File: config.mk
export PLATFORM = sky130hd
export DESIGN_NAME = ps2_mouse_packet_tracker_flat
export DESIGN_NICKNAME = d
export VERILOG_FILES = /design/src/rtl/ps2mt_pkg.sv /design/src/rtl/ps2mt_if.sv /design/src/rtl/ps2mt_front.sv /design/src/rtl/ps2mt_cmd_fifo.sv /design/src/rtl/ps2mt_back.sv /design/src/rtl/ps2_mouse_packet_tracker.sv /design/src/flat_wrapper.sv
export SDC_FILE = /design/constraint.sdc
export NUM_CORES = 1
export LEC_CHECK = 0
export BUFFER_PORTS_ARGS = -buffer_cell sky130_fd_sc_hd__buf_4
export CORE_ASPECT_RATIO = 1.25
export CORE_UTILIZATION = 65
export CTS_CLUSTER_DIAMETER = 50
export DETAILED_ROUTE_END_ITERATION = 16
export PLACE_DENSITY = 0.85
export SYNTH_ARGS = -nofsm -noshare
export SYNTH_HDL_FRONTEND = slang
export SYNTH_HIERARCHICAL = 1
export SYNTH_SLANG_ARGS = --single-unit
File: constraint.sdc
create_clock -name clk -period 11.3 [get_ports clk]
set_input_delay 0 -clock clk [delete_from_list [all_inputs] [get_ports clk]]
set_output_delay 0 -clock clk [all_outputs]
set_load 0.02 [all_outputs]
File: src/rtl/ps2mt_pkg.sv
// ----------------------------------------------------------------------------
// ps2mt_pkg
// Shared types, codes and sizes for the PS/2 mouse packet tracker.
// ----------------------------------------------------------------------------
`default_nettype none

package ps2mt_pkg;

  // cursor positions are also limited to 2^POS_BITS - 1
  localparam int POS_BITS = 16;
  localparam logic [16:0] POS_MAX = 17'((64'd1 << POS_BITS) - 64'd1);

  // command queue between front and back
  localparam int QDEPTH  = 2;
  localparam int QPTR_W  = (QDEPTH > 1) ? $clog2(QDEPTH) : 1;
  localparam int QCNT_W  = $clog2(QDEPTH + 1);

  // request opcodes
  typedef enum logic [1:0] {
    OP_BYTE   = 2'd0,
    OP_READ   = 2'd1,
    OP_CENTER = 2'd2,
    OP_NONE   = 2'd3
  } opcode_t;

  // configuration register indexes
  typedef enum logic [1:0] {
    CFG_SCREEN_WIDTH  = 2'd0,
    CFG_SCREEN_HEIGHT = 2'd1,
    CFG_WHEEL_MODE    = 2'd2,
    CFG_UNUSED        = 2'd3
  } cfg_index_t;

  localparam logic [15:0] WIDTH_RESET  = 16'd1024;
  localparam logic [15:0] HEIGHT_RESET = 16'd768;

  // packet header bits
  localparam int HDR_SYNC_BIT = 3;
  localparam int HDR_XSGN_BIT = 4;
  localparam int HDR_YSGN_BIT = 5;
  localparam logic [7:0] HDR_OVF_MASK = 8'hC0;

  // what the back end does with one request
  typedef enum logic [2:0] {
    CMD_SHOW   = 3'd0,
    CMD_APPLY  = 3'd1,
    CMD_DROP   = 3'd2,
    CMD_READ   = 3'd3,
    CMD_CENTER = 3'd4
  } cmd_kind_t;

  typedef struct packed {
    cmd_kind_t          kind;
    logic [2:0]         buttons;
    logic signed [8:0]  dx;
    logic signed [8:0]  dy;
    logic signed [3:0]  dz;
    logic               use_wheel;
  } cmd_t;

endpackage

`default_nettype wire

File: src/rtl/ps2mt_if.sv
// ----------------------------------------------------------------------------
// ps2mt_if
// Valid/ready channels of the tracker: request channel and result channel.
// ----------------------------------------------------------------------------
`default_nettype none

interface ps2mt_in_if;
  logic       valid;
  logic       ready;
  logic [1:0] opcode;
  logic [7:0] rx_byte;

  modport source (output valid, output opcode, output rx_byte, input ready);
  modport sink   (input valid, input opcode, input rx_byte, output ready);
endinterface

interface ps2mt_out_if;
  logic               valid;
  logic               ready;
  logic [15:0]        pos_x;
  logic [15:0]        pos_y;
  logic [2:0]         button_bits;
  logic signed [15:0] scroll_sum;
  logic               update_pending;
  logic               packet_done;
  logic               packet_dropped;

  modport source (output valid, output pos_x, output pos_y, output button_bits,
                  output scroll_sum, output update_pending, output packet_done,
                  output packet_dropped, input ready);
  modport sink   (input valid, input pos_x, input pos_y, input button_bits,
                  input scroll_sum, input update_pending, input packet_done,
                  input packet_dropped, output ready);
endinterface

`default_nettype wire

File: src/rtl/ps2mt_front.sv
// ----------------------------------------------------------------------------
// ps2mt_front
// Accepts requests, frames mouse bytes into packets and emits commands.
// ----------------------------------------------------------------------------
`default_nettype none

module ps2mt_front (
  input  wire logic            clk,
  input  wire logic            rst_n,
  ps2mt_in_if.sink             in_if,
  input  wire logic            wheel_mode,
  input  wire logic            q_full,
  output      logic            q_push,
  output      ps2mt_pkg::cmd_t q_data
);

  logic [1:0] byte_index_r, byte_index_nxt;
  logic [7:0] pkt_r [3];
  logic [1:0] last_idx;
  logic [7:0] hdr;
  logic [7:0] ybyte;
  logic       accept;

  assign in_if.ready = !q_full;
  assign accept      = in_if.valid && !q_full;
  assign q_push      = accept;
  assign last_idx    = wheel_mode ? 2'd3 : 2'd2;
  assign hdr         = pkt_r[0];
  // third byte may be the one arriving now
  assign ybyte       = (byte_index_r == 2'd2) ? in_if.rx_byte : pkt_r[2];

  always_comb begin
    byte_index_nxt    = byte_index_r;
    q_data.kind       = ps2mt_pkg::CMD_SHOW;
    q_data.buttons    = hdr[2:0];
    q_data.dx         = $signed({hdr[ps2mt_pkg::HDR_XSGN_BIT], pkt_r[1]});
    q_data.dy         = $signed({hdr[ps2mt_pkg::HDR_YSGN_BIT], ybyte});
    q_data.dz         = $signed(in_if.rx_byte[3:0]);
    q_data.use_wheel  = wheel_mode;
    case (ps2mt_pkg::opcode_t'(in_if.opcode))
      ps2mt_pkg::OP_BYTE: begin
        if (byte_index_r == 2'd0 && !in_if.rx_byte[ps2mt_pkg::HDR_SYNC_BIT]) begin
          q_data.kind = ps2mt_pkg::CMD_SHOW;   // out of sync, drop
        end else if (byte_index_r < last_idx && byte_index_r != 2'd3) begin
          byte_index_nxt = byte_index_r + 2'd1;
          q_data.kind    = ps2mt_pkg::CMD_SHOW;
        end else begin
          byte_index_nxt = 2'd0;
          if ((hdr & ps2mt_pkg::HDR_OVF_MASK) != 8'h00) begin
            q_data.kind = ps2mt_pkg::CMD_DROP;
          end else begin
            q_data.kind = ps2mt_pkg::CMD_APPLY;
          end
        end
      end
      ps2mt_pkg::OP_READ:   q_data.kind = ps2mt_pkg::CMD_READ;
      ps2mt_pkg::OP_CENTER: q_data.kind = ps2mt_pkg::CMD_CENTER;
      default:              q_data.kind = ps2mt_pkg::CMD_SHOW;
    endcase
  end

  always_ff @(posedge clk) begin
    if (!rst_n) begin
      byte_index_r <= 2'd0;
    end else if (accept) begin
      byte_index_r <= byte_index_nxt;
    end
  end

  // packet byte store: no reset, always written before use
  always_ff @(posedge clk) begin
    if (accept && ps2mt_pkg::opcode_t'(in_if.opcode) == ps2mt_pkg::OP_BYTE &&
        byte_index_r != 2'd3 &&
        !(byte_index_r == 2'd0 && !in_if.rx_byte[ps2mt_pkg::HDR_SYNC_BIT])) begin
      pkt_r[byte_index_r] <= in_if.rx_byte;
    end
  end

endmodule

`default_nettype wire

File: src/rtl/ps2mt_cmd_fifo.sv
// ----------------------------------------------------------------------------
// ps2mt_cmd_fifo
// Short command queue decoupling the framing front from the state back end.
// ----------------------------------------------------------------------------
`default_nettype none

module ps2mt_cmd_fifo (
  input  wire logic            clk,
  input  wire logic            rst_n,
  input  wire logic            push,
  input  wire ps2mt_pkg::cmd_t push_data,
  output      logic            full,
  input  wire logic            pop,
  output      ps2mt_pkg::cmd_t pop_data,
  output      logic            empty
);

  ps2mt_pkg::cmd_t                mem_r [ps2mt_pkg::QDEPTH];
  logic [ps2mt_pkg::QPTR_W-1:0]   wr_ptr_r, rd_ptr_r;
  logic [ps2mt_pkg::QCNT_W-1:0]   count_r;
  logic                           do_push, do_pop;

  localparam logic [ps2mt_pkg::QPTR_W-1:0] PTR_LAST =
    ps2mt_pkg::QPTR_W'(ps2mt_pkg::QDEPTH - 1);
  localparam logic [ps2mt_pkg::QCNT_W-1:0] CNT_FULL =
    ps2mt_pkg::QCNT_W'(ps2mt_pkg::QDEPTH);

  assign full     = (count_r == CNT_FULL);
  assign empty    = (count_r == '0);
  assign do_push  = push && !full;
  assign do_pop   = pop && !empty;
  assign pop_data = mem_r[rd_ptr_r];

  always_ff @(posedge clk) begin
    if (!rst_n) begin
      wr_ptr_r <= '0;
      rd_ptr_r <= '0;
      count_r  <= '0;
    end else begin
      if (do_push) begin
        wr_ptr_r <= (wr_ptr_r == PTR_LAST) ? '0 : wr_ptr_r + 1'b1;
      end
      if (do_pop) begin
        rd_ptr_r <= (rd_ptr_r == PTR_LAST) ? '0 : rd_ptr_r + 1'b1;
      end
      if (do_push && !do_pop) begin
        count_r <= count_r + 1'b1;
      end else if (do_pop && !do_push) begin
        count_r <= count_r - 1'b1;
      end
    end
  end

  always_ff @(posedge clk) begin
    if (do_push) begin
      mem_r[wr_ptr_r] <= push_data;
    end
  end

endmodule

`default_nettype wire

File: src/rtl/ps2mt_back.sv
// ----------------------------------------------------------------------------
// ps2mt_back
// Executes commands on cursor, buttons, scroll and pending; registers results.
// ----------------------------------------------------------------------------
`default_nettype none

module ps2mt_back (
  input  wire logic            clk,
  input  wire logic            rst_n,
  input  wire logic [15:0]     screen_width,
  input  wire logic [15:0]     screen_height,
  input  wire logic            q_empty,
  input  wire ps2mt_pkg::cmd_t q_data,
  output      logic            q_pop,
  ps2mt_out_if.source          out_if
);

  logic [15:0] cur_x_r, cur_x_nxt;
  logic [15:0] cur_y_r, cur_y_nxt;
  logic [2:0]  btn_r, btn_nxt;
  logic [15:0] scroll_r, scroll_nxt;
  logic        pend_r, pend_nxt;

  logic               out_valid_r;
  logic [15:0]        o_x_r, o_y_r;
  logic [2:0]         o_btn_r;
  logic [15:0]        o_scroll_r;
  logic               o_pend_r, o_done_r, o_drop_r;

  logic [15:0]        o_x_nxt, o_y_nxt, o_scroll_nxt;
  logic [2:0]         o_btn_nxt;
  logic               o_pend_nxt, o_done_nxt, o_drop_nxt;

  logic [15:0]        lim_x, lim_y;
  logic signed [9:0]  neg_dy;
  logic signed [16:0] scr_sum;

  function automatic logic [15:0] clip_pos(input logic [15:0] v);
    return ({1'b0, v} > ps2mt_pkg::POS_MAX) ? ps2mt_pkg::POS_MAX[15:0] : v;
  endfunction

  function automatic logic [15:0] axis_limit(input logic [15:0] size);
    logic [15:0] lim;
    lim = (size == 16'd0) ? 16'd0 : size - 16'd1;
    return clip_pos(lim);
  endfunction

  function automatic logic [15:0] move_axis(input logic [15:0]       pos,
                                            input logic signed [9:0] delta,
                                            input logic [15:0]       lim);
    logic signed [17:0] n;
    n = $signed({2'b00, pos}) + $signed({{8{delta[9]}}, delta});
    if (n[17]) begin
      return 16'd0;
    end else if (n[16:0] > {1'b0, lim}) begin
      return lim;
    end else begin
      return n[15:0];
    end
  endfunction

  assign q_pop  = !q_empty && (!out_valid_r || out_if.ready);
  assign lim_x  = axis_limit(screen_width);
  assign lim_y  = axis_limit(screen_height);
  assign neg_dy = -$signed({q_data.dy[8], q_data.dy});
  assign scr_sum = $signed({scroll_r[15], scroll_r}) +
                   $signed({{13{q_data.dz[3]}}, q_data.dz});

  always_comb begin
    cur_x_nxt  = cur_x_r;
    cur_y_nxt  = cur_y_r;
    btn_nxt    = btn_r;
    scroll_nxt = scroll_r;
    pend_nxt   = pend_r;
    o_done_nxt = 1'b0;
    o_drop_nxt = 1'b0;
    case (q_data.kind)
      ps2mt_pkg::CMD_APPLY: begin
        cur_x_nxt = move_axis(cur_x_r, $signed({q_data.dx[8], q_data.dx}), lim_x);
        cur_y_nxt = move_axis(cur_y_r, neg_dy, lim_y);
        btn_nxt   = q_data.buttons;
        if (q_data.use_wheel) begin
          case (scr_sum[16:15])
            2'b01:   scroll_nxt = 16'h7FFF;
            2'b10:   scroll_nxt = 16'h8000;
            default: scroll_nxt = scr_sum[15:0];
          endcase
        end
        pend_nxt   = 1'b1;
        o_done_nxt = 1'b1;
      end
      ps2mt_pkg::CMD_DROP: o_drop_nxt = 1'b1;
      ps2mt_pkg::CMD_READ: begin
        scroll_nxt = 16'd0;
        pend_nxt   = 1'b0;
      end
      ps2mt_pkg::CMD_CENTER: begin
        cur_x_nxt = clip_pos({1'b0, screen_width[15:1]});
        cur_y_nxt = clip_pos({1'b0, screen_height[15:1]});
      end
      default: ;
    endcase
    // a read reports the state before clearing
    if (q_data.kind == ps2mt_pkg::CMD_READ) begin
      o_x_nxt      = cur_x_r;
      o_y_nxt      = cur_y_r;
      o_btn_nxt    = btn_r;
      o_scroll_nxt = scroll_r;
      o_pend_nxt   = pend_r;
    end else begin
      o_x_nxt      = cur_x_nxt;
      o_y_nxt      = cur_y_nxt;
      o_btn_nxt    = btn_nxt;
      o_scroll_nxt = scroll_nxt;
      o_pend_nxt   = pend_nxt;
    end
  end

  always_ff @(posedge clk) begin
    if (!rst_n) begin
      cur_x_r     <= 16'd0;
      cur_y_r     <= 16'd0;
      btn_r       <= 3'd0;
      scroll_r    <= 16'd0;
      pend_r      <= 1'b0;
      out_valid_r <= 1'b0;
    end else begin
      if (q_pop) begin
        cur_x_r     <= cur_x_nxt;
        cur_y_r     <= cur_y_nxt;
        btn_r       <= btn_nxt;
        scroll_r    <= scroll_nxt;
        pend_r      <= pend_nxt;
        out_valid_r <= 1'b1;
      end else if (out_if.ready) begin
        out_valid_r <= 1'b0;
      end
    end
  end

  always_ff @(posedge clk) begin
    if (q_pop) begin
      o_x_r      <= o_x_nxt;
      o_y_r      <= o_y_nxt;
      o_btn_r    <= o_btn_nxt;
      o_scroll_r <= o_scroll_nxt;
      o_pend_r   <= o_pend_nxt;
      o_done_r   <= o_done_nxt;
      o_drop_r   <= o_drop_nxt;
    end
  end

  assign out_if.valid          = out_valid_r;
  assign out_if.pos_x          = o_x_r;
  assign out_if.pos_y          = o_y_r;
  assign out_if.button_bits    = o_btn_r;
  assign out_if.scroll_sum     = $signed(o_scroll_r);
  assign out_if.update_pending = o_pend_r;
  assign out_if.packet_done    = o_done_r;
  assign out_if.packet_dropped = o_drop_r;

endmodule

`default_nettype wire

File: src/rtl/ps2_mouse_packet_tracker.sv
// ----------------------------------------------------------------------------
// ps2_mouse_packet_tracker
// PS/2 mouse byte framer and cursor / button / wheel state tracker.
// ----------------------------------------------------------------------------
// Requests arrive on in_if (valid/ready): opcode 0 carries a mouse byte in
// rx_byte, opcode 1 reads the state and clears pending and scroll, opcode 2
// recenters the cursor. Every request yields exactly one result on out_if.
// Screen width, height and wheel mode are written through cfg_we/cfg_index/
// cfg_wdata; the user must write them only while the block is idle (not enforced).
// The front classifies a request combinationally and writes it into the
// command queue when it is accepted; the back end pops it into the output
// register once that register is free or its result is taken, and the
// result is offered on out_if from there.
// Throughput: one request per cycle while out_if keeps taking results.
// When out_if stalls, the two-entry command queue absorbs requests; in_if.ready
// drops once it is full and rises again as results drain.
// Reset (rst_n low, synchronous) clears framing, cursor, buttons, scroll,
// pending and the queue, and loads 1024 x 768 with wheel mode off.
// ----------------------------------------------------------------------------
`default_nettype none

module ps2_mouse_packet_tracker (
  input  wire logic        clk,
  input  wire logic        rst_n,
  ps2mt_in_if.sink         in_if,
  ps2mt_out_if.source      out_if,
  input  wire logic        cfg_we,
  input  wire logic [1:0]  cfg_index,
  input  wire logic [15:0] cfg_wdata
);

  logic [15:0]     width_r, height_r;
  logic            wheel_r;
  logic            q_push, q_pop, q_full, q_empty;
  ps2mt_pkg::cmd_t q_in, q_out;

  always_ff @(posedge clk) begin
    if (!rst_n) begin
      width_r  <= ps2mt_pkg::WIDTH_RESET;
      height_r <= ps2mt_pkg::HEIGHT_RESET;
      wheel_r  <= 1'b0;
    end else if (cfg_we) begin
      case (ps2mt_pkg::cfg_index_t'(cfg_index))
        ps2mt_pkg::CFG_SCREEN_WIDTH:  width_r  <= cfg_wdata;
        ps2mt_pkg::CFG_SCREEN_HEIGHT: height_r <= cfg_wdata;
        ps2mt_pkg::CFG_WHEEL_MODE:    wheel_r  <= cfg_wdata[0];
        default: ;
      endcase
    end
  end

  ps2mt_front u_front (
    .clk        (clk),
    .rst_n      (rst_n),
    .in_if      (in_if),
    .wheel_mode (wheel_r),
    .q_full     (q_full),
    .q_push     (q_push),
    .q_data     (q_in)
  );

  ps2mt_cmd_fifo u_fifo (
    .clk       (clk),
    .rst_n     (rst_n),
    .push      (q_push),
    .push_data (q_in),
    .full      (q_full),
    .pop       (q_pop),
    .pop_data  (q_out),
    .empty     (q_empty)
  );

  ps2mt_back u_back (
    .clk           (clk),
    .rst_n         (rst_n),
    .screen_width  (width_r),
    .screen_height (height_r),
    .q_empty       (q_empty),
    .q_data        (q_out),
    .q_pop         (q_pop),
    .out_if        (out_if)
  );

endmodule

`default_nettype wire

File: src/flat_wrapper.sv
// flat-port wrapper written by rule: the top's interface ports become plain ports
module ps2_mouse_packet_tracker_flat 
  (clk, rst_n, cfg_we, cfg_index, cfg_wdata, in_if_valid, in_if_opcode, in_if_rx_byte, in_if_ready, out_if_valid, out_if_pos_x, out_if_pos_y, out_if_button_bits, out_if_scroll_sum, out_if_update_pending, out_if_packet_done, out_if_packet_dropped, out_if_ready);
  ps2mt_in_if in_if_i ();
  ps2mt_out_if out_if_i ();
  input  wire logic clk;
  input  wire logic rst_n;
  input  wire logic cfg_we;
  input  wire logic [1:0] cfg_index;
  input  wire logic [15:0] cfg_wdata;
  input wire logic [$bits(in_if_i.valid)-1:0] in_if_valid;
  input wire logic [$bits(in_if_i.opcode)-1:0] in_if_opcode;
  input wire logic [$bits(in_if_i.rx_byte)-1:0] in_if_rx_byte;
  output wire logic [$bits(in_if_i.ready)-1:0] in_if_ready;
  output wire logic [$bits(out_if_i.valid)-1:0] out_if_valid;
  output wire logic [$bits(out_if_i.pos_x)-1:0] out_if_pos_x;
  output wire logic [$bits(out_if_i.pos_y)-1:0] out_if_pos_y;
  output wire logic [$bits(out_if_i.button_bits)-1:0] out_if_button_bits;
  output wire logic [$bits(out_if_i.scroll_sum)-1:0] out_if_scroll_sum;
  output wire logic [$bits(out_if_i.update_pending)-1:0] out_if_update_pending;
  output wire logic [$bits(out_if_i.packet_done)-1:0] out_if_packet_done;
  output wire logic [$bits(out_if_i.packet_dropped)-1:0] out_if_packet_dropped;
  input wire logic [$bits(out_if_i.ready)-1:0] out_if_ready;
  assign in_if_i.valid = in_if_valid;
  assign in_if_i.opcode = in_if_opcode;
  assign in_if_i.rx_byte = in_if_rx_byte;
  assign in_if_ready = in_if_i.ready;
  assign out_if_valid = out_if_i.valid;
  assign out_if_pos_x = out_if_i.pos_x;
  assign out_if_pos_y = out_if_i.pos_y;
  assign out_if_button_bits = out_if_i.button_bits;
  assign out_if_scroll_sum = out_if_i.scroll_sum;
  assign out_if_update_pending = out_if_i.update_pending;
  assign out_if_packet_done = out_if_i.packet_done;
  assign out_if_packet_dropped = out_if_i.packet_dropped;
  assign out_if_i.ready = out_if_ready;
  ps2_mouse_packet_tracker u_core (.clk(clk), .rst_n(rst_n), .in_if(in_if_i), .out_if(out_if_i), .cfg_we(cfg_we), .cfg_index(cfg_index), .cfg_wdata(cfg_wdata));
endmodule
==> results of run 1 <==
==> logic make-up (layout without fill, tap and decap cells) <==
logic type	count (synthesis)	count (layout)	share of synthesized area
adder cells (fa/ha/maj)	95	95	0.08975
XOR/XNOR	61	61	0.03959
flip-flops	228	228	0.4384
AO/OA/AOI/OAI	340	340	0.1717
multiplexers	99	99	0.07881
AND/OR/NAND/NOR	359	359	0.1347
buffers and inverters	143	254	0.04701
==> cell usage in the layout (no fill, tap or decap), drive strengths merged, types with 9 or more instances in the layout <==
master	instances
xnor2	40
dfxtp	93
o31ai	12
nand3	22
xor2	21
o211ai	9
ha	92
a21boi	9
edfxtp	135
nor2	66
nand2	129
and2	24
o21ai	81
nor2b	24
a31oi	13
a21o	15
nand2b	15
mux2	52
o21a	13
a222oi	11
inv	84
a211oi	11
a22oi	19
o21ba	15
nor3	17
a21oi	86
nor4	10
buf	96
mux2i	47
clkinv	9
clkbuf	28
dlygate4sd3	32
==> area by class of cell <==
| cell class | instances | share of cell area |
|---|---|---|
| Multi-Input combinational cell | 954 | 0.4515 |
| Sequential cell | 228 | 0.3836 |
| Timing Repair Buffer | 128 | 0.06751 |
| Clock buffer | 28 | 0.04130 |
| Tap cell | 270 | 0.02191 |
| Inverter | 82 | 0.02004 |
| Clock inverter | 16 | 0.01412 |
==> critical path: stages (launching register included) <==
cell and delay (ns):
dfxtp_1 0.60, mux2_2 0.46, inv_1 0.30, ha_1 0.35
a21oi_1 0.36, o21ai_0 0.21, a221o_1 0.32, a31oi_1 0.30
xnor2_1 0.21, ha_1 0.30, a21oi_1 0.13, nand2_1 0.10
a2111oi_4 0.38, o211ai_1 0.19, a31oi_4 0.34, nand3_4 0.27
mux2_4 0.37, a222oi_1 0.50, inv_1 0.08
==> metal layers <==
| layer | vias up | routed length (um) | track usage |
|---|---|---|---|
| met4 | 0 | 1095 | 0.1296 |
| met1 | 5128 | 13210 | 0.4003 |
| met2 | 378 | 16580 | 0.5510 |
| li1 | 5030 | - | - |
| met5 | - | 0 | 0 |
| met3 | 89 | 1899 | 0.03472 |
==> final timing paths <==
kind	startpoint	to	slack, ns	cells past startpoint
max	register	u_core/u_back/out_if.pos_y[13]	5.27	18
min	rst_n	u_core/u_fifo/wr_ptr_r	0.12	2
max reg2reg	register	u_core/u_back/out_if.pos_y[13]	5.27	18
min reg2reg	u_core/u_front/pkt_r[0][1]	u_core/u_fifo/mem_r[0][24]	0.45	0
==> sequential cells by signal, indices dropped and copies added, names as in the netlist, 16 cells and up, named ones only <==
name	cells
u_core/u_back/cur_y_r	16
u_core/u_fifo/mem_r	58
u_core/u_back/cur_x_r	16
u_core/u_back/out_if.pos_y	16
u_core/u_front/pkt_r	23
u_core/u_back/out_if.scroll_sum	16
u_core/height_r	16
u_core/u_back/scroll_r	16
u_core/u_back/out_if.pos_x	16
u_core/width_r	16
==> power groups by stage <==
stage                     logic (mW)  clock network (mW)  registers (mW)
after floorplan                 1.63                   0            1.34
after global placement          2.24                   0            1.25
after detailed placement        2.30                   0            1.26
after CTS                       2.33               0.840            1.24
after global routing            2.59               0.873            1.27
final                           2.35               0.828            1.25
==> synth_stat cells (5+ instances only) <==
| master | count |
|---|---|
| edfxtp_1 | 135 |
| nand2_1 | 129 |
| dfxtp_1 | 93 |
| ha_1 | 92 |
| a21oi_1 | 86 |
| inv_1 | 81 |
| o21ai_0 | 66 |
| nor2_1 | 65 |
| mux2_2 | 49 |
| mux2i_1 | 47 |
| xnor2_1 | 40 |
| clkbuf_1 | 36 |
| and2_1 | 24 |
| nor2b_1 | 23 |
| xor2_1 | 21 |
| nand3_1 | 20 |
| a22oi_1 | 19 |
| a21o_1 | 15 |
| nand2b_1 | 15 |
| nor3_1 | 15 |
| o21ai_1 | 15 |
| o21ba_2 | 14 |
| o21a_1 | 13 |
| a31oi_1 | 12 |
| buf_4 | 12 |
| a222oi_1 | 11 |
| a211oi_1 | 10 |
| o31ai_1 | 10 |
| nor4_1 | 9 |
| o211ai_1 | 9 |
| a21boi_0 | 8 |
| buf_2 | 8 |
| nand4_1 | 8 |
| or2_2 | 7 |
| or3_1 | 7 |
| o21bai_1 | 6 |
| nand3b_1 | 5 |
| nor3b_1 | 5 |
==> stage by stage <==
stage | instance area [sq um] | setup WS, ns | hold slack, ns | util
6_report | 15420 | 5.269 | 0.1244 | 0.7616
5_1_grt | 15420 | 4.781 | 0.1834 | 0.7616
4_1_cts | 15420 | 5.289 | 0.1199 | 0.7616
3_5_place_dp | 14250 | 5.331 | 0.2211 | 0.7036
3_3_place_gp | 14250 | 5.397 | 0.2203 | 0.7036
2_1_floorplan | 13490 | 6.283 | 0.09887 | -
==> what timing repair did <==
item,in CTS,in global routing
hold buffers,32,0
endpoints found under the hold margin,90,0
gates resized for setup,0,0
==> summary.txt, run 1 <==
Run status
  • Status: complete, no violations

Clock network
  • Clock Tree Root: clkbuf_16
  • CTS Buf Count: 24
  • CTS tree: built
  • # H-tree levels: 1
  • Worst-Skew Late Latency: 0.55 ns
  • Setup bufs post-CTS: 0
  • CTS Sinks: 228
  • Clock buffer depth: 3
  • Clk slew on worst S/H paths: 0.06 ns

Pwr
  • VDD IR max: 241.4 uV
  • Overall power consumption: 4.427 mW
  • LEAKAGE: 6.275 nW
  • Switch Pwr: 1.863 mW
  • Clock share of power: 0.187
  • Internal power: 2.564 mW
  • Combinational fraction of design power: 0.532
  • Sw Ratio: 0.4208
  • Reg power frac: 0.281
  • Pwr Density: 287.1 nW/um^2

Floorplan
  • DIE AREA: 21340 sq um
  • Chip Width: 130.9 um
  • Core Footprint: 20250 sq um
  • Die Span Y: 163.1 um
  • IO Count: 89
  • Std cell rows: 58
  • Starting Density: 0.6665

Finish
  • Register area: 5916 sq um
  • Filler cells: 1279
  • Final non-filler cell total: 1706
  • Number of diodes: 0
  • Layout cells sized above 1: 0.1630
  • Syn-to-layout area delta: 14.28%
  • Nets@finish: 1546
  • Multi-input gate area: 6963 sq um

STA
  • Slew Limit Fails: 0
  • Hold Vio Cnt, Final: 0
  • Skew final: 0.02664 ns
  • Slew HR: 0.1491
  • RSZ-0062 raised after global routing: false
  • Final setup fails: 0
  • Fin crit period: 6.031 ns
  • Peak Freq: 165.8 MHz
  • Setup tns final: 0 ns
  • Crit share post-route: 0.5337
  • Worst Tran Pin Value: 1.274 ns

Yosys
  • Post-Syn Instances: 1325
  • Ys flop type: edfxtp_1
  • Top cell type by total area after synthesis: edfxtp_1
  • Syn nets: 1453
  • Area share of the largest cell type after synthesis: 0.3004
  • Unique masters post-synth: 95
  • Synth top area cells: edfxtp_1 30%, dfxtp_1 14%, ha_1 8.5%, mux2_2 4.1%, nand2_1 3.6%
  • Post-synth EDFFs: 135
  • FFs w/ async S/R, synth: 0
  • Post-Syn Area: 13490 sq um
  • Seq cells post-synth: 228
  • Synth warnings: 6
  • Avg Inst Size Synth: 10.18 sq um
  • Sequential fraction of the synthesis area: 0.4384

Routing
  • Vias: 10.63k
  • Drt wl/cell: 19.22 um
  • 1st-iter DRT viols: 1051
  • DRT Pass-1 Iters: 7
  • Routed Antenna Nets: 0
  • Post-Route WL: 32790 um
  • Vias per cell: 6.228
  • Post-route DRC: 0

Placed design
  • DP HPWL: 21990 um
  • Gp weighted congestion: 0.9823
  • # port buffers: 88
  • Placed cell count: 1630

Setup path
  • CP max FO: 16
  • Req. time, crit path: 11.57 ns
  • Crit path capture type: register
  • Worst path arrival time: 6.30 ns
  • CP startpoint kind: register
  • WS Path Type: reg -> reg

Global route
  • Total grt overflow: 0
  • Vias in the first global route: 10.68k
  • Largest net degree at the start of global routing: 111
  • Antenna violations before repair: 0
  • Global-route wire length before repair: 53180 um
  • Total GRT Usage: 0.3176

Run
  • Max cap viols: 0

Worst hold path
  • Hold crit path type: in -> reg
(Power assumes the default switching activity.)
==> run 2: changes to the inputs <==
--- a/config.mk
+++ b/config.mk
@@ -7,10 +7,10 @@
 export LEC_CHECK = 0
 export BUFFER_PORTS_ARGS = -buffer_cell sky130_fd_sc_hd__buf_4
 export CORE_ASPECT_RATIO = 1.25
-export CORE_UTILIZATION = 65
+export CORE_UTILIZATION = 56
 export CTS_CLUSTER_DIAMETER = 50
 export DETAILED_ROUTE_END_ITERATION = 16
-export PLACE_DENSITY = 0.85
+export PLACE_DENSITY = 0.78
 export SYNTH_ARGS = -nofsm -noshare
 export SYNTH_HDL_FRONTEND = slang
 export SYNTH_HIERARCHICAL = 1
==> constraint.sdc (replaced) <==
create_clock -name clk -period 5 [get_ports clk]
set_input_delay 0 -clock clk [delete_from_list [all_inputs] [get_ports clk]]
set_output_delay 0 -clock clk [all_outputs]
set_load 0.02 [all_outputs]
==> run 2 against run 1 <==
Effect of this change:
- the run now ends with setup timing left
- hold slack better by 0.095 ns
- die area is 16% higher
- cell count is 7.4% higher
- fmax is 19% higher
- total power is 150% higher
- via count is 3.4% higher
- first-iteration DRC count is 11% lower
- wire length is 5.6% higher
- cell area is 5.8% higher
- core utilization is 7.4 points lower
- combinational power grew to 2.7 times the previous value
- critical path type unchanged
- critical endpoint is now u_core/u_back/out_if.pos_y[1]
==> summary.txt, run 2 (synthesis gave the netlist of run 1 again) <==
Run status
  • Status: finished with violations
  • Failing checks: setup timing

Global route
  • Global-route wire length before repair: 53300 um (+0.23%)
  • Antenna violations before repair: 1 (+1)
  • Largest net degree at the start of global routing: 76 (-32%)
  • Total GRT Usage: 0.2709 (-0.04668)
  • Total grt overflow: 0 (unchanged)
  • Vias in the first global route: 10.64k (-0.37%)

STA
  • Slew HR: 0.4469 (+0.2977)
  • Final setup fails: 2 (+2)
  • Crit share post-route: 1.011 (+0.4773)
  • Worst Tran Pin Value: 0.8277 ns (-0.4462 ns)
  • Peak Freq: 197.8 MHz (+19%)
  • Setup tns final: -0.07847 ns (-0.07847 ns)
  • Final WS setup: -0.05506 ns (-5.324 ns)
  • Hold Vio Cnt, Final: 0 (unchanged)
  • Skew final: 0.01552 ns (-0.01112 ns)
  • Slew Limit Fails: 0 (unchanged)
  • RSZ-0062 raised after global routing: true
  • Fin crit period: 5.055 ns (-0.9758 ns)

Placed design
  • Gp weighted congestion: 0.9214 (-6.2%)
  • # port buffers: 88 (unchanged)
  • DP HPWL: 23110 um (+5.1%)

Setup path
  • Worst path arrival time: 5.33 ns (-0.97 ns)
  • CP max FO: 5 (-11)
  • WS Path Type: reg -> reg
  • Crit path capture type: register
  • CP startpoint kind: register
  • Req. time, crit path: 5.27 ns (-6.30 ns)

Routing
  • 1st-iter DRT viols: 936 (-11%)
  • Highest metal used: met4
  • DRT Pass-1 Iters: 6 (-1)
  • Vias per cell: 5.997 (-3.7%)
  • Routed Antenna Nets: 0 (unchanged)
  • Post-Route WL: 34620 um (+5.6%)
  • Vias: 10.99k (+3.4%)
  • Wire length on met3: 2045 um (+7.7%)
  • Drt wl/cell: 18.90 um (-1.7%)
  • Post-route DRC: 0 (unchanged)
  • Wire length on met2: 17440 um (+5.1%)
  • WL met1: 13670 um (+3.5%)

Finish
  • Syn-to-layout area delta: 20.94%
  • Nets@finish: 1614 (+4.4%)
  • Layout cells sized above 1: 0.2319 (+0.06894)
  • Largest regs: u_core/u_fifo/mem_r: 58 flops, u_core/u_front/pkt_r: 23 flops
  • Most frequent cells in the layout: 152 x buf_4, 135 x edfxtp_1, 128 x nand2_1, 92 x dfxtp_1, 84 x ha_1
  • Max FFs per register: 58 (unchanged)
  • Commonest non-fill, non-tap cell in the layout: buf_4
  • Biggest register: u_core/u_fifo/mem_r

Worst hold path
  • Hold crit path type: in -> reg

Run
  • Max cap viols: 0 (unchanged)

Floorplan
  • Chip Width: 140.8 um (+7.6%)
  • Starting Density: 0.5687 (-0.09774)
  • Core Footprint: 23730 sq um (+17%)
  • DIE AREA: 24730 sq um (+16%)
  • IO Count: 89 (unchanged)
  • Std cell rows: 63 (+8.6%)
  • Die Span Y: 175.6 um (+7.6%)

Clock network
  • CTS Buf Count: 25 (+4.2%)
  • CTS tree: built
  • Clock buffer depth: 3 (unchanged)
  • Clk slew on worst S/H paths: 0.06 ns (about the same)
  • CTS Sinks: 228 (unchanged)
  • Clock Tree Root: clkbuf_16
  • Worst-Skew Late Latency: 0.54 ns (about the same)
  • # H-tree levels: 1 (unchanged)

Pwr
  • Pwr Density: 668.2 nW/um^2 (+130%)
  • Sw Ratio: 0.4202 (-0.0006258)
  • Combinational fraction of design power: 0.575 (+0.043)
  • Clock share of power: 0.167 (-0.020)
  • Reg power frac: 0.258 (-0.023)
  • Switch Pwr: 4.582 mW (+150%)
  • VDD IR max: 483.2 uV (+100%)
  • Overall power consumption: 10.91 mW (+150%)
  • Internal power: 6.322 mW (+150%)
  • LEAKAGE: 6.654 nW (+6.0%)
[run 2: cell type report]
cell class,instances,area [sq um]
repair buffers,194,1589
well taps,325,406.6
multi-input cells,955,7264
clock buffers,29,670.6
inverters,82,311.5
diodes,2,5.005
flip-flops and latches,228,5919
clock inverters,17,152.6
fillers,1727,7407
[run 2: critical path, cell delays in order (launching register included)]
cell       delay, ns
dfxtp_4         0.42
buf_6           0.15
mux2_4          0.32
fa_2            0.43
nor2b_4         0.18
o2111ai_2       0.18
nand4_1         0.22
a31o_1          0.21
a31oi_1         0.11
xnor2_1         0.27
ha_1            0.30
buf_6           0.13
a2111oi_4       0.32
o211ai_1        0.19
a31oi_4         0.31
nand3_4         0.20
buf_6           0.20
mux2i_2         0.14
a222oi_1        0.41
inv_1           0.10
[run 2: path summary, 6_finish.rpt]
path                              endpoint                  startpoint  slack (ns)  depth (start not counted)
min reg2reg     u_core/u_fifo/mem_r[0][21]  u_core/u_front/pkt_r[1][7]        0.45                          0
min             u_core/u_front/pkt_r[2][7]            in_if_rx_byte[7]        0.22                          2
max reg2reg  u_core/u_back/out_if.pos_y[1]                    register       -0.06                         19
max          u_core/u_back/out_if.pos_y[1]                    register       -0.06                         19
[run 2: what timing repair did]
item                                    CTS  global route
gates resized for setup                   7            66
pin swaps                                 8            29
cloned                                    1             2
hold buffers                             33             0
endpoints found under the setup margin   22            70
setup buffers                             4            12
hold endpoints to repair                120             0
[run 2: per-stage QoR]
step	instances	instance area (sq um)	utilization	worst slack (ns)	hold WS (ns)
global route	1831	16320	0.6877	-0.1776	0.2148
finish	1832	16320	0.6878	-0.05506	0.2195
CTS	1816	15910	0.6705	0.004183	0.1953
global placement	1732	14680	0.6187	0.01319	0.2166
floorplan	1325	13490	-	0.02926	0.09887
detailed placement	1732	14680	0.6187	-0.1223	0.2211
[run 2: power groups by stage]
stage	Clock (mW)	Sequential (mW)	Combinational [mW]
after floorplan	0	3.03	3.68
after global placement	0	2.82	5.36
after detailed placement	0	2.83	5.50
after CTS	1.85	2.81	5.66
after global routing	1.92	2.85	6.76
final	1.82	2.81	6.27
[run 2: layer usage]
metal  track usage  up-vias
met1        0.3221     5261
met2        0.4840      437
met5             0        -
met4        0.1291        0
met3       0.03408      118
li1              -     5170
